--- src/hw/rtl/bba_find.sv ---
module bba_find #(
  parameter int WORD_BITS = 32,
  parameter int BIT_W     = $clog2(WORD_BITS)
) (
  input  logic [WORD_BITS-1:0] vec,
  output logic                 any,
  output logic [BIT_W-1:0]     idx
);

  localparam int GROUPS = (WORD_BITS + 7) / 8;
  localparam int GW     = (GROUPS > 1) ? $clog2(GROUPS) : 1;

  logic [GROUPS*8-1:0] pad;
  logic [GROUPS-1:0]   grp_any;
  logic [GW-1:0]       gsel;
  logic [7:0]          sub;
  logic [2:0]          jsel;

  assign pad = (GROUPS*8)'(vec);

  // lowest non-empty byte group first, then lowest bit inside it
  always_comb begin
    for (int g = 0; g < GROUPS; g++) begin
      grp_any[g] = |pad[g*8 +: 8];
    end
    gsel = '0;
    for (int g = GROUPS - 1; g >= 0; g--) begin
      if (grp_any[g]) begin
        gsel = GW'(g);
      end
    end
  end

  always_comb begin
    sub  = pad[gsel*8 +: 8];
    jsel = '0;
    for (int j = 7; j >= 0; j--) begin
      if (sub[j]) begin
        jsel = 3'(j);
      end
    end
  end

  assign any = |grp_any;
  assign idx = BIT_W'({gsel, jsel});

endmodule

--- config.mk ---
export PLATFORM = sky130hd
export DESIGN_NAME = bba_find
export DESIGN_NICKNAME = d
export VERILOG_FILES = /design/src/hw/rtl/bba_find.sv
export SDC_FILE = /design/constraint.sdc
export NUM_CORES = 1
export LEC_CHECK = 0
export BUFFER_PORTS_ARGS = -buffer_cell sky130_fd_sc_hd__buf_4
export CAP_MARGIN = 20
export CORE_AREA = 3 3 40 42
export DETAILED_ROUTE_END_ITERATION = 12
export DIE_AREA = 0 0 43 45
export PLACE_DENSITY = 0.8
export SYNTH_ARGS = -nofsm -noshare
export SYNTH_HDL_FRONTEND = slang
export SYNTH_SLANG_ARGS = --single-unit
export TNS_END_PERCENT = 5
--- constraint.sdc ---
create_clock -name vclk -period 2.45
set_input_delay 0.49 -clock vclk [all_inputs]
set_output_delay 0.49 -clock vclk [all_outputs]
set_load 0.03 [all_outputs]
==> results.toml <==
[run_status]
outcome = "finished with violations"
violations = "setup timing"

[floorplanning]
rows = 13
core_sq_mm = 0.00128
start_util_pct = 35.2
io_pins = 38
fp.dieArea_sq_mm = 0.00194
die_h_um = 45
die_x_um = 43

[detailed_routing]
wl_met3_um = 404
via_per_inst = 6.69
vias = 1057
wl_met1_mm = 1.11
drtPass1Iterations = 4
ant_nets = 0
routed_wl_mm = 3.50
highest_layer = "met4"
wl_per_cell_um = 22.1
drtIter0Drc = 44
drcViolationCount = 0
wl_met2_mm = 1.72

[job]
drv_cap = 0

[finish]
utilization_pct = 89.5
seq_cell_count = 0
fillers = 68
final_area_sq_mm = 0.00115
nets = 177
drive_gt1_share_pct = 67.8
area_growth_syn_to_layout_pct = 154
diodes = 0
seq_area_sq_um = 0
n_clock_buffer = 0

[clock_tree]
ctsHoldBuffers = 0

[sta]
fin_tns_setup_ps = -1620
max_slew_margin_pct = 69.1
rsz0062_at_grt = "yes"
max_freq_mhz = 332
fin_crit_ps = 3010
tightest_slew_ps = 459
post-route-period-util_pct = 123
slew_violations = 0
report.final.hold_viol_count = 0
worst_slack_ps = -558
timing.hold.ws_ps = 1380
setup_viol = 5

[yosys]
synth_top_area_share_pct = 11.0
yosysSeqAreaShare_pct = 0
synthCells = 68
synth.avg_cell_area_sq_um = 6.66
ys_warn_count = 0
synth_cell_types = 32
synth_area_sq_um = 453
synthTopCellsByArea = "nor4_1 11%, o211ai_1 6.6%, inv_1 5.8%, a211oi_2 5.5%, a21oi_1 5.5%"
synth.net_count = 100
yosys.area.top_type = "nor4_1"

[worst_setup_path]
slowest_delay_ps = 450
cp-start-kind = "primary input"
cp_max_fo = 3
crit_path_top_delay_cell = "nor4_1"
critPathMostFrequentCell = "buf_4"
crit_path_start = "vec[13]"
crit_chain = "buf_4, nor4_1, nand2_1, o21ai_2, buf_4, o221ai_1, or3_1, and3_4, buf_6"
criticalPathCategory = "in2out"
critPathRequiredTime_ps = 1960
worstPathArrival_ps = 2520
end_kind = "output port"

[power_and_ir_drop]
vdd_ir_drop_max_mv = 0.0780
power_density_mw_per_mm2 = 133
p_leak_nw = 0.566

[hold_path]
hold_start = "vec[24]"
hp-class = "in2out"

[grt]
track_usage_pct = 28.8
grt_overflow = 0
grt_pass1_wl_mm = 4.31
grt_max_degree = 9
grt_pass1_vias = 962
antenna_found_initial = 0

[placed_design]
gp_congestion = 0.904
dpl.hpwl_mm = 1.96
dpl-instance-area_sq_mm = 0.00103
io_buffers = 38
[cell type report]
class / instances / area (sq um) / area share, %
timing repair buffer: 76 / 604 / 52.6
tap: 15 / 18.8 / 1.63
inverter: 7 / 28.8 / 2.50
multi-input combinational: 60 / 498 / 43.3
[worst max-delay path: cells and delay by family]
family	cells	cell delay, ps
AOI/OAI and AO/OA	2	410
buffers and inverters	3	410
and+or+nand+nor	4	1210
[cells in the final DEF, fill, tap and decap left out, types with 2 or more instances in the layout]
cell | Yosys | layout
a211oi_4 | 0 | 2
a21o_1 | 2 | 2
a21oi_1 | 5 | 4
a311o_1 | 2 | 2
and3_1 | 3 | 2
buf_4 | 0 | 68
buf_6 | 0 | 7
inv_1 | 7 | 5
nand2_1 | 2 | 2
nand3_1 | 4 | 4
nand4_1 | 2 | 2
nor2_1 | 3 | 2
nor3_1 | 3 | 3
nor4_1 | 8 | 5
nor4_2 | 0 | 2
o211a_1 | 2 | 2
o211ai_1 | 4 | 4
or4_4 | 1 | 2
[routing by layer]
metal	vias to the layer above	global-route usage [%]
met4	0	9.04
met3	39	2.79
met5	-	0
met1	464	32.1
met2	118	56.9
li1	436	-
[logic make-up (layout without fill, tap and decap cells)]
kind of cell           after synthesis  in the layout  synth area share, %
AND/OR/NAND/NOR                     32             32                 41.7
AO/OA/AOI/OAI                       27             27                 48.1
buffers and inverters                8             83                 6.91
multiplexers                         1              1                 3.31
[power by group]
part           total [mW]  leakage (nW)  switching (mW)  internal, mW
sequential              0             0               0             0
clock                   0             0               0             0
combinational       0.152         0.566          0.0673        0.0851
[final timing paths]
kind	to	slack (ps)	depth (start not counted)
hold / removal	any	1380	4
setup / recovery	idx[2]	-560	9
[Yosys cell counts (2+ instances only)]
cell      instances
o211a_1           2
nand4_1           2
a21o_1            2
nor4_1            8
nand3_1           4
nand2_1           2
nor3_1            3
o211ai_1          4
a311o_1           2
inv_1             7
a221oi_1          2
nor2_1            3
and3_1            3
a211oi_2          2
a21oi_1           5
[per-stage QoR]
step                      power (mW)  worst slack (ps)  cells
after floorplan               0.0379              -237     68
after global placement         0.123              -460    153
after detailed placement       0.127              -567    153
after CTS                      0.135              -515    157
after global routing           0.159              -619    158
final                          0.152              -558    158
[what timing repair did]
| item | CTS | global route |
|---|---|---|
| gates cloned | 0 | 0 |
| pin swaps | 6 | 3 |
| endpoints found under the setup margin | 3 | 6 |
| resized for setup | 11 | 7 |
| buffers inserted | 4 | 1 |
(Power assumes the default switching activity.)
