## config.mk

```make
export PLATFORM = sky130hd
export DESIGN_NAME = bba_ram
export DESIGN_NICKNAME = d
export VERILOG_FILES = /design/src/hw/rtl/bba_ram.sv
export SDC_FILE = /design/constraint.sdc
export NUM_CORES = 2
export LEC_CHECK = 0
export BUFFER_PORTS_ARGS = -buffer_cell sky130_fd_sc_hd__buf_2
export CORE_UTILIZATION = 53
export CTS_BUF_LIST = sky130_fd_sc_hd__clkbuf_8 sky130_fd_sc_hd__clkbuf_16
export CTS_CLUSTER_DIAMETER = 60
export DETAILED_ROUTE_END_ITERATION = 7
export PLACE_DENSITY_LB_ADDON = 0.1
export REMOVE_ABC_BUFFERS = 1
export SYNTH_ARGS = -nofsm -noshare
export SYNTH_HDL_FRONTEND = slang
export SYNTH_SLANG_ARGS = --single-unit
export TNS_END_PERCENT = 100
```

## constraint.sdc

```tcl
create_clock -name clk -period 4.9 [get_ports clk]
set_clock_uncertainty 0.05 [all_clocks]
set_input_delay 0.245 -clock clk [delete_from_list [all_inputs] [get_ports clk]]
set_output_delay 0.245 -clock clk [all_outputs]
set_load 0.02 [all_outputs]
```

## src/hw/rtl/bba_ram.sv

```systemverilog
module bba_ram #(
  parameter int WIDTH = 32,
  parameter int DEPTH = 128,
  parameter int AW    = (DEPTH > 1) ? $clog2(DEPTH) : 1
) (
  input  logic             clk,
  input  logic             wr_en,
  input  logic [AW-1:0]    wr_addr,
  input  logic [WIDTH-1:0] wr_data,
  input  logic             rd_en,
  input  logic [AW-1:0]    rd_addr,
  output logic [WIDTH-1:0] rd_data
);

  logic [WIDTH-1:0] mem [DEPTH];

  always_ff @(posedge clk) begin
    if (wr_en) begin
      mem[wr_addr] <= wr_data;
    end
    if (rd_en) begin
      rd_data <= mem[rd_addr];
    end
  end

endmodule

```

==> metrics <==
area share of the largest cell type after synthesis=0.792; DIE AREA=298000 um^2; hold path cells=4; syn_area_per_cell=approximately 26 um^2; Seq/Total Area, Yosys=0.792; die width=546 um; Yosys cell types=16; CTS resizes=0; Critical path origin=wr_addr[1]; r2r worst-path depth=4; RSZ-0062 raised after global routing=false; Setup Buffers After CTS=0; via count=between 70000 and 80000; layout cell share with drive strength beyond 1=0.366; status=finished, violations left; Crit Path Class=in -> reg; R2R Path Start=mem[5][21]$_DFFE_PP_; Final Cell Area=roughly 180000 um^2; Req. time, crit path=between 5000 and 6000 ps; drt drc=8; initial antenna violation count=79; Post-Syn Instances=5990; cell taking the most area after synthesis=edfxtp_1; met1 Use GR=0.422; clock tree root driver cell=clkbuf_16; maximum number of pins on one net before global-route repair=93; final WL=427000 um; Final #Nets=6592; Slew @ Worst Pin=~1200 ps; synthesized area=157000 um^2; Filler Cell Count=~20000; Post-synth ARST share=0; GR met3 Demand/Resource=0.0585; initial core utilization=0.533; synth-to-layout area growth=14.4%; FP Rows=199; Setup crit start kind=input port; Post-Route Setup TNS=0 ps; Core Region=294000 um^2; max cap viols=0; most frequent cell after synthesis=edfxtp_1; via count of the first global-routing pass=71815; Max Fclk=0.328 GHz; Top Ports=81; Vert. Die Dim=around 550 um; CTS Buf Count=418; Seq cells post-synth=4128; R2R Path End=rd_data[21]$_DFFE_PP_; layer with the highest usage=met2; R2R Setup Slk=2040 ps; Longest Clk Path Bufs=4; yosys synthesis warning count=0; dominant cells by area after synthesis=edfxtp_1 (79%), mux4_2 (19%), clkbuf_1 (0.44%); vias per cell=6.65; Slew HR=0.227; Multi-input gate area=32300 um^2; Min-Delay Path Class=in -> reg; Final ANT Viol Nets=0; placed cell area=approximately 170000 um^2; Register Area=124000 um^2; critical path arrival=roughly 3600 ps; CP Capture Type=register; failing checks=design-rule violations; Pwr Density=416 nW/um^2; global-route wire length before repair=587000 um; Tmin final=3050 ps; Initial DRC Count=11104; top cells by count, synth=edfxtp_1 (4128), mux4_2 (1344), clkbuf_1 (182), nor2_1 (122), buf_2 (79); startpoint of the worst hold path=rd_addr[6]; Overall Global Routing Usage=0.290; number of flops mapped to enable cells by yosys=4128; # setup viols final=0; TritonCTS clock tree=yes; clock sinks=4128; M2 GR Usage=0.456; H-tree Lvls=5; Min-Delay Endpoint=rd_data[29]$_DFFE_PP_; average wire per standard cell=39.3 um; router iterations before antenna repair=7; worst skew pair latency=990 ps; HPWL Detailed=245000 um; Crit Path Max Fanout=23; Overflow after GRT=0; Final period util=0.622; gpl congestion=0.811; most used flip-flop cell after synthesis=edfxtp_1; Final Hold Fails=0; Leakage=55.3 nW; Slew Viols, Final=0; CTS clk-pin slew, worst paths=70 ps; Port Buffer Count=80; Worst VDD drop=0.320 mV
## how the worst max path moves through the flow
| stage | endpoint | cells past startpoint |
|---|---|---|
| after CTS | rd_data[11]$_DFFE_PP_ | 7 |
| final | mem[17][5]$_DFFE_PP_ | 7 |
| after detailed placement | rd_data[11]$_DFFE_PP_ | 7 |
| after global routing | rd_data[11]$_DFFE_PP_ | 7 |
| after global placement | rd_data[11]$_DFFE_PP_ | 7 |
| after floorplan | mem[102][0]$_DFFE_PP_ | 3 |
## critical path: stages
cell and delay [ps]:
dlygate4sd3_1 600, buf_2 210, nor2_1 280, nand3_2 770
buf_4 510, nor2_4 390, buf_4 520
## stage by stage
stage | hold WS, ps | cells | power [mW] | worst slack [ps] | utilization
5_1_grt | 35.0 | 10815 | 76.2 | 1840 | 0.609
2_1_floorplan | 294 | 5674 | 41.3 | 1400 | -
4_1_cts | 3.75 | 10803 | 74.8 | 1930 | 0.609
3_3_place_gp | 642 | 10007 | 43.8 | 925 | 0.562
6_report | 47.8 | 10860 | 74.5 | 1850 | 0.610
3_5_place_dp | 656 | 10007 | 43.9 | 933 | 0.562
## power by group
group	internal (mW)	switching, mW
clock network	17.9	13.4
registers	39.0	0.118
logic	1.48	2.52
## cell type report
cell class	count	share of cell area
multi-input cells	1546	0.180
well taps	3919	0.0274
clock inverters	340	0.0163
flip-flops and latches	4128	0.692
clock buffers	421	0.0588
repair buffers	449	0.0243
diodes	57	0.000796
## registers in the layout, summed over array words and instances, names as in the netlist
signal / cells
mem: 4096
rd_data: 32
## logic make-up (layout without fill, tap and decap cells)
logic type,after synthesis,in the layout,share of synthesized area
multiplexers,1376,1376,0.196
flip-flops,4128,4128,0.792
other,0,57,0
AND/OR/NAND/NOR,170,170,0.00445
buffers and inverters,316,1210,0.00837
## metal layers
metal	part of all wire	routed length (um)
met1	0.39	166000
met2	0.48	205000
met3	0.10	44400
met4	0.026	11200
met5	0.00046	195
## cell usage in the layout (no fill, tap or decap), types with 9 or more instances in the layout
cell,netlist,routed
inv_1,0,74
buf_4,3,292
mux2_2,32,32
buf_12,0,77
buf_2,79,41
nand2_1,14,11
bufinv_16,0,43
clkinv_1,0,95
diode_2,0,57
clkbuf_16,0,421
edfxtp_1,4128,4128
nor2_4,0,119
clkinvlp_4,0,20
clkinv_2,0,75
mux4_2,1344,1344
dlygate4sd3_1,0,35
inv_6,0,12
nor3_2,0,9
## repair_timing
item	in CTS	in global routing
endpoints found under the hold margin	1723	0
endpoints found under the setup margin	0	0
hold buffers	35	0
Note: power is estimated with default switching activity, not from simulation.
