### src/hw/rtl/bba_pkg.sv
package bba_pkg;

  localparam int BLOCK_W = 12;
  localparam int TOTAL_W = 13;
  localparam logic [TOTAL_W-1:0] TOTAL_RESET = 13'd4096;

  typedef enum logic [1:0] {
    ST_OK           = 2'd0,
    ST_FULL         = 2'd1,
    ST_ALREADY_FREE = 2'd2,
    ST_OUT_OF_RANGE = 2'd3
  } status_t;

  localparam logic MODE_ALLOC = 1'b0;
  localparam logic MODE_FREE  = 1'b1;

  typedef struct packed {
    logic [BLOCK_W-1:0] block;
    status_t            status;
  } res_t;

  typedef enum logic [6:0] {
    S_CLEAR = 7'b0000001,
    S_IDLE  = 7'b0000010,
    S_FIX   = 7'b0000100,
    S_SCAN  = 7'b0001000,
    S_FREE  = 7'b0010000,
    S_PUSH  = 7'b0100000,
    S_SPARE = 7'b1000000
  } state_t;

endpackage

### src/hw/rtl/bba_ctrl.sv
module bba_ctrl
  import bba_pkg::*;
#(
  parameter int NUM_BLOCKS = 4096,
  parameter int WORD_BITS  = 32,
  parameter int MAP_WORDS  = (NUM_BLOCKS + WORD_BITS - 1) / WORD_BITS,
  parameter int AW         = (MAP_WORDS > 1) ? $clog2(MAP_WORDS) : 1,
  parameter int BIT_W      = $clog2(WORD_BITS)
) (
  input  logic                 clk,
  input  logic                 rst_n,
  input  logic [TOTAL_W-1:0]   lim,
  input  logic                 in_valid,
  output logic                 in_ready,
  input  logic                 in_mode,
  input  logic [BLOCK_W-1:0]   in_block_number,
  output logic                 out_valid,
  input  logic                 out_ready,
  output res_t                 out_res,
  output logic                 mem_wr_en,
  output logic [AW-1:0]        mem_wr_addr,
  output logic [WORD_BITS-1:0] mem_wr_data,
  output logic                 mem_rd_en,
  output logic [AW-1:0]        mem_rd_addr,
  input  logic [WORD_BITS-1:0] mem_rd_data,
  output logic [WORD_BITS-1:0] free_vec,
  input  logic                 find_any,
  input  logic [BIT_W-1:0]     find_idx
);

  localparam int BASE_W = TOTAL_W + 1;
  localparam int DIV_S  = 24;
  localparam int PROD_W = BLOCK_W + DIV_S;
  localparam int RECIP  = (1 << DIV_S) / WORD_BITS;

  state_t               state_r, state_nxt;
  logic [AW-1:0]        clr_addr_r, clr_addr_nxt;
  logic [BLOCK_W-1:0]   blk_r, blk_nxt;
  logic [BLOCK_W-1:0]   q_r, q_nxt;
  logic [BIT_W-1:0]     bit_r, bit_nxt;
  logic [AW-1:0]        word_r, word_nxt;
  logic [BASE_W-1:0]    base_r, base_nxt;
  res_t                 res_r, res_nxt;
  logic                 out_valid_r, out_valid_nxt;
  res_t                 out_res_r, out_res_nxt;

  logic [BASE_W-1:0]    lim_ext;
  logic [BASE_W-1:0]    rem;
  logic [BASE_W-1:0]    base_step;
  logic [WORD_BITS-1:0] valid_mask;
  logic [PROD_W-1:0]    div_prod;
  logic [BLOCK_W-1:0]   back;
  logic [BLOCK_W-1:0]   r0;
  logic [BLOCK_W-1:0]   q_fix;
  logic [BLOCK_W-1:0]   r_fix;
  logic                 in_acc;

  assign in_ready  = (state_r == S_IDLE);
  assign in_acc    = in_valid && in_ready;
  assign out_valid = out_valid_r;
  assign out_res   = out_res_r;

  assign lim_ext   = BASE_W'(lim);
  assign rem       = lim_ext - base_r;
  assign base_step = base_r + BASE_W'(WORD_BITS);

  always_comb begin
    for (int i = 0; i < WORD_BITS; i++) begin
      valid_mask[i] = (BASE_W'(i) < rem);
    end
  end

  assign free_vec = ~mem_rd_data & valid_mask;

  // word index by reciprocal, corrected by one compare and subtract
  assign div_prod = PROD_W'(in_block_number) * PROD_W'(RECIP);
  assign back     = q_r * BLOCK_W'(WORD_BITS);
  assign r0       = blk_r - back;

  always_comb begin
    if (r0 >= BLOCK_W'(WORD_BITS)) begin
      q_fix = q_r + 1'b1;
      r_fix = r0 - BLOCK_W'(WORD_BITS);
    end else begin
      q_fix = q_r;
      r_fix = r0;
    end
  end

  always_comb begin
    state_nxt     = state_r;
    clr_addr_nxt  = clr_addr_r;
    blk_nxt       = blk_r;
    q_nxt         = q_r;
    bit_nxt       = bit_r;
    word_nxt      = word_r;
    base_nxt      = base_r;
    res_nxt       = res_r;
    out_valid_nxt = out_valid_r;
    out_res_nxt   = out_res_r;
    mem_wr_en     = 1'b0;
    mem_wr_addr   = word_r;
    mem_wr_data   = '0;
    mem_rd_en     = 1'b0;
    mem_rd_addr   = '0;

    if (out_valid_r && out_ready) begin
      out_valid_nxt = 1'b0;
    end

    case (state_r)
      S_CLEAR: begin
        mem_wr_en    = 1'b1;
        mem_wr_addr  = clr_addr_r;
        clr_addr_nxt = clr_addr_r + 1'b1;
        if (clr_addr_r == AW'(MAP_WORDS - 1)) begin
          state_nxt = S_IDLE;
        end
      end
      S_IDLE: begin
        if (in_acc) begin
          blk_nxt          = in_block_number;
          res_nxt.block    = '0;
          if (in_mode == MODE_ALLOC) begin
            if (lim == '0) begin
              res_nxt.status = ST_FULL;
              state_nxt      = S_PUSH;
            end else begin
              mem_rd_en   = 1'b1;
              mem_rd_addr = '0;
              word_nxt    = '0;
              base_nxt    = '0;
              state_nxt   = S_SCAN;
            end
          end else begin
            if (BASE_W'(in_block_number) >= lim_ext) begin
              res_nxt.status = ST_OUT_OF_RANGE;
              state_nxt      = S_PUSH;
            end else begin
              q_nxt     = div_prod[PROD_W-1:DIV_S];
              state_nxt = S_FIX;
            end
          end
        end
      end
      S_FIX: begin
        mem_rd_en   = 1'b1;
        mem_rd_addr = AW'(q_fix);
        word_nxt    = AW'(q_fix);
        bit_nxt     = BIT_W'(r_fix);
        state_nxt   = S_FREE;
      end
      S_SCAN: begin
        if (find_any) begin
          mem_wr_en      = 1'b1;
          mem_wr_data    = mem_rd_data | (WORD_BITS'(1) << find_idx);
          res_nxt.block  = BLOCK_W'(base_r + BASE_W'(find_idx));
          res_nxt.status = ST_OK;
          state_nxt      = S_PUSH;
        end else if (base_step >= lim_ext) begin
          res_nxt.block  = '0;
          res_nxt.status = ST_FULL;
          state_nxt      = S_PUSH;
        end else begin
          mem_rd_en   = 1'b1;
          mem_rd_addr = word_r + 1'b1;
          word_nxt    = word_r + 1'b1;
          base_nxt    = base_step;
        end
      end
      S_FREE: begin
        if (!mem_rd_data[bit_r]) begin
          res_nxt.status = ST_ALREADY_FREE;
        end else begin
          mem_wr_en      = 1'b1;
          mem_wr_data    = mem_rd_data & ~(WORD_BITS'(1) << bit_r);
          res_nxt.status = ST_OK;
        end
        state_nxt = S_PUSH;
      end
      S_PUSH: begin
        if (!out_valid_r || out_ready) begin
          out_valid_nxt = 1'b1;
          out_res_nxt   = res_r;
          state_nxt     = S_IDLE;
        end
      end
      default: begin
        state_nxt = S_IDLE;
      end
    endcase
  end

  always_ff @(posedge clk) begin
    if (!rst_n) begin
      state_r     <= S_CLEAR;
      clr_addr_r  <= '0;
      out_valid_r <= 1'b0;
    end else begin
      state_r     <= state_nxt;
      clr_addr_r  <= clr_addr_nxt;
      out_valid_r <= out_valid_nxt;
    end
  end

  always_ff @(posedge clk) begin
    blk_r     <= blk_nxt;
    q_r       <= q_nxt;
    bit_r     <= bit_nxt;
    word_r    <= word_nxt;
    base_r    <= base_nxt;
    res_r     <= res_nxt;
    out_res_r <= out_res_nxt;
  end

endmodule

### config.mk
export PLATFORM = sky130hd
export DESIGN_NAME = bba_ctrl
export DESIGN_NICKNAME = d
export VERILOG_FILES = /design/src/hw/rtl/bba_pkg.sv /design/src/hw/rtl/bba_ctrl.sv
export SDC_FILE = /design/constraint.sdc
export NUM_CORES = 1
export LEC_CHECK = 0
export BUFFER_PORTS_ARGS = -buffer_cell sky130_fd_sc_hd__clkbuf_2
export CORE_MARGIN = 4
export CORE_UTILIZATION = 58
export CTS_CLUSTER_DIAMETER = 40
export DETAILED_ROUTE_END_ITERATION = 6
export HOLD_SLACK_MARGIN = 0.03
export PLACE_DENSITY = 0.95
export SLEW_MARGIN = 20
export SYNTH_ARGS = -nofsm -noshare
export SYNTH_HDL_FRONTEND = slang
export SYNTH_SLANG_ARGS = --single-unit
### constraint.sdc
create_clock -name clk -period 6.35 [get_ports clk]
set_input_delay 0.3175 -clock clk [delete_from_list [all_inputs] [get_ports clk]]
set_output_delay 0.3175 -clock clk [all_outputs]
set_load 0.05 [all_outputs]
==> impl_results.rst <==
.. list-table::
   :header-rows: 1

   * - Metric
     - Value
   * - Worst Hold Class
     - in -> reg
   * - Number of max-slew violations in the final report
     - 0
   * - First-pass iteration count of the detailed router
     - 6
   * - Most used flip-flop cell after synthesis
     - sky130_fd_sc_hd__edfxtp_1
   * - Synthesized instance count
     - 648
   * - Starting Density
     - 60.26%
   * - Startpoint class of the critical path
     - register
   * - Max_cap viols
     - 0
   * - Clock Power Share
     - 29.0%
   * - Worst-path clk slew
     - 0.08 ns
   * - Weighted congestion reported at the end of routability-driven placement
     - 1.083
   * - Finished layout cell area
     - 0.006974 mm^2
   * - Fin Clk Skew
     - 0.01198 ns
   * - RSZ-0062 raised after global routing
     - no
   * - Combinational power share
     - 22.7%
   * - Sort of element at the end of the critical path
     - primary output
   * - Area of the placeable core
     - 0.009864 mm^2
   * - Number of warnings reported in the yosys synthesis log
     - 0
   * - Fraction of layout instances using a drive strength above 1
     - 25.66%
   * - Netlist area before placement
     - 0.005944 mm^2
   * - Antenna violations before repair
     - 0
   * - Max FO, Critical Path
     - 24
   * - Share of flip-flops with an asynchronous set or reset
     - 0%
   * - Cts-stage hold buffer count
     - 0
   * - Total routing resource utilization after global routing
     - 30.82%
   * - TritonCTS clock tree
     - built
   * - Setup slack of the worst register-to-register path
     - 2.93 ns
   * - Internal Pwr Total
     - 0.0008280 W
   * - Clock buffer depth
     - 2
   * - Most frequent standard cell in the layout excluding fill and tap cells
     - sky130_fd_sc_hd__clkbuf_2
   * - Worst endpoint required time
     - 6.03 ns
   * - Final critical-path required period
     - 4.180 ns
   * - Avg Synthesized Cell Area
     - 9.174 um^2
   * - Starting DRT DRC Count
     - 648
   * - Power Density
     - 178.1 mW/mm^2
   * - Max H-tree Level
     - 3
   * - Leakage component of the power
     - 3.001 nW
   * - Wire length after detailed routing
     - 19.02 mm
   * - Count of clock tree sinks
     - 82
   * - Setup Buffers After CTS
     - 0
   * - Final period utilization
     - 65.82%
   * - Row count
     - 36
   * - Count of state elements after synthesis
     - 82
   * - Port-buffer cells
     - 163
   * - HPWL after DPL
     - 14.95 mm
   * - Peak VDD IR
     - 118.3 uV
   * - Delay of the slowest cell on the worst path
     - 0.97 ns
   * - Number of gates resized after cts
     - 0
   * - Power share of the sequential group
     - 48.3%
   * - Total CTS buffers
     - 9
   * - CP Cell Sequence
     - mux2_2 -> o22ai_1 -> a311oi_1 -> o21ai_0 -> or4_1 -> and2_4 -> a311oi_1 -> clkbuf_2
   * - Count of boundary I/O pins
     - 164
   * - Final worst hold slack
     - 0.1478 ns
   * - Endpoints failing setup
     - 0
   * - Fill cell total of the finished layout
     - 775
   * - Setup TNS after final layout
     - 0 ns
   * - Nets in the synthesized netlist
     - 755
   * - Cell Area, Placed
     - 0.006789 mm^2
   * - Pin count of the biggest net entering global routing
     - 30
   * - Switching power
     - 0.0004141 W
   * - Ant diodes
     - 0
   * - Area of the die
     - 0.01193 mm^2
   * - Crit path arrival time
     - 3.86 ns
   * - Slowest stage cell, crit path
     - sky130_fd_sc_hd__edfxtp_1
   * - Die Ht
     - 109.2 um
   * - Layout Area Growth over Synthesis
     - 17.32%
   * - Global-route wire length before repair
     - 28.39 mm
   * - Register area share after synthesis
     - 39.07%
   * - Total count of hold-check failures in the final report
     - 0
   * - Insertion delay of the later-clocked pin in the worst-skew pair
     - 0.37 ns
   * - Wire per inst
     - 20.49 um
   * - Sw frac
     - 33.34%
   * - Number of nets in the finished design
     - 897
   * - Remaining design rule violation count
     - 0
   * - Number of global-route vias before repair
     - 5497
   * - Worst slew margin relative to its limit
     - 24.73%
   * - Run status
     - finished, final reports clean
   * - Residual antenna-violating net count after detailed routing
     - 0
   * - Category of the critical setup timing path
     - reg -> out
   * - Horiz. Die Dim
     - 109.2 um
   * - Crit-path most repeated cell
     - sky130_fd_sc_hd__a311oi_1
   * - Vias per cell
     - 6.404
   * - Global route overflow
     - 0
   * - Final total power
     - 0.001242 W
   * - Clock root buffer master
     - sky130_fd_sc_hd__clkbuf_8
   * - Number of flops mapped to enable cells by yosys
     - 68
   * - Netlist cell types
     - 61
   * - Commonest non-fill, non-tap cells in the layout
     - sky130_fd_sc_hd__clkbuf_2 (163), sky130_fd_sc_hd__edfxtp_1 (68), sky130_fd_sc_hd__nand2_1 (60)
   * - FMAX
     - 239.2 MHz
   * - Via count
     - 5943
   * - Tightest Pin Transition
     - 1.123 ns
[power by group through the flow]
| stage | combinational [W] | sequential (W) | clock, W |
|---|---|---|---|
| after floorplan | 0.000188 | 0.000610 | 0 |
| after global placement | 0.000271 | 0.000611 | 0 |
| after detailed placement | 0.000277 | 0.000612 | 0 |
| after CTS | 0.000278 | 0.000600 | 0.000360 |
| after global routing | 0.000302 | 0.000602 | 0.000382 |
| final | 0.000282 | 0.000600 | 0.000361 |
[logic make-up after synthesis]
kind of cell / share of synthesized area, %
buffers and inverters: 4.799
XOR/XNOR: 3.536
AND/OR/NAND/NOR: 21.26
AO/OA/AOI/OAI: 19.30
flip-flops: 39.07
multiplexers: 3.704
adder cells (fa/ha/maj): 8.335
[sequential cells by signal (all words and copies together) (netlist names)]
| name | flops |
|---|---|
| blk_r | 12 |
| state_r | 6 |
| res_r | 14 |
| clr_addr_r | 7 |
| q_r | 7 |
| base_r | 9 |
| out_valid | 1 |
| word_r | 7 |
| bit_r | 5 |
| out_res | 14 |
[path summary, 6_finish.rpt]
path / start / to / depth (start not counted)
setup / recovery: bit_r[0]$_DFFE_PP_ / mem_wr_data[31] / 8
hold / removal: in_block_number[0] / blk_r[0]$_DFFE_PP_ / 1
setup reg to reg: base_r[7]$_SDFFCE_PN0P_ / base_r[10]$_SDFFCE_PN0P_ / 10
hold reg to reg: res_r[4]$_SDFFCE_PN0P_ / out_res[4]$_DFFE_PP_ / 0
[through the flow]
stage,utilization [%],worst slack [ns],std cells
3_3_place_gp,68.82,2.805,912
6_report,70.70,2.170,928
4_1_cts,70.67,2.255,928
2_1_floorplan,-,2.624,648
3_5_place_dp,68.82,2.704,912
5_1_grt,70.70,2.006,928
[Yosys cell counts (all sizes together), types with 2 or more instances]
master    n  share of area [%]
nand2    60                3.8
ha       38                8.0
o22ai     7               0.74
a41oi     2               0.29
a21oi    58                4.9
nand4     7               0.74
inv      36                2.3
mux2      4               0.76
a211oi   11                1.5
edfxtp   68                 34
or3       2               0.21
a311oi    6               0.88
nand3    17                1.4
and2     19                2.0
a21o     10                1.3
nand3b    3               0.38
o31ai     5               0.63
clkbuf   22                1.4
buf      11                1.1
xor2      4               0.59
nor3b     5               0.82
nor3     21                1.9
a2111oi   2               0.40
a21boi    5               0.63
o21a      4               0.51
and3     10                1.1
mux4      6                2.3
o211ai    6               0.76
nor2     44                2.8
and3b     2               0.29
a31oi     5               0.53
or4       6               0.82
or3b      3               0.44
mux2i     4               0.67
nand2b   12                1.3
nor4     13                1.5
o21ai    35                2.9
a22o     16                2.4
xnor2    20                2.9
nor2b    14                1.5
dfxtp    14                4.7
[critical path: cells and delay by family (launching register included)]
family                 cells  cell delay, ns
DFF                        1            0.97
and+or+nand+nor            2            1.13
muxes                      1            0.30
buffers and inverters      1            0.34
AOI/OAI and AO/OA          4            0.77
[final cells by class]
| type | count | area, um^2 | area share, % |
|---|---|---|---|
| flip-flops and latches | 82 | 2322 | 33.30 |
| multi-input cells | 497 | 3344 | 47.95 |
| clock buffers | 10 | 137.6 | 1.973 |
| repair buffers | 164 | 823.3 | 11.80 |
| clock inverters | 6 | 45.04 | 0.6459 |
| inverters | 36 | 135.1 | 1.938 |
| well taps | 133 | 166.4 | 2.386 |
[per-layer routing]
| layer | global-route usage, % | wire, um | vias to the layer above |
|---|---|---|---|
| met5 | 0 | 0 | - |
| met4 | 10.33 | 598 | 0 |
| met3 | 6.868 | 2223 | 68 |
| met2 | 49.91 | 9026 | 393 |
| met1 | 40.98 | 7170 | 2787 |
| li1 | - | - | 2695 |
No activity file was read; power rests on OpenSTA's default activity.
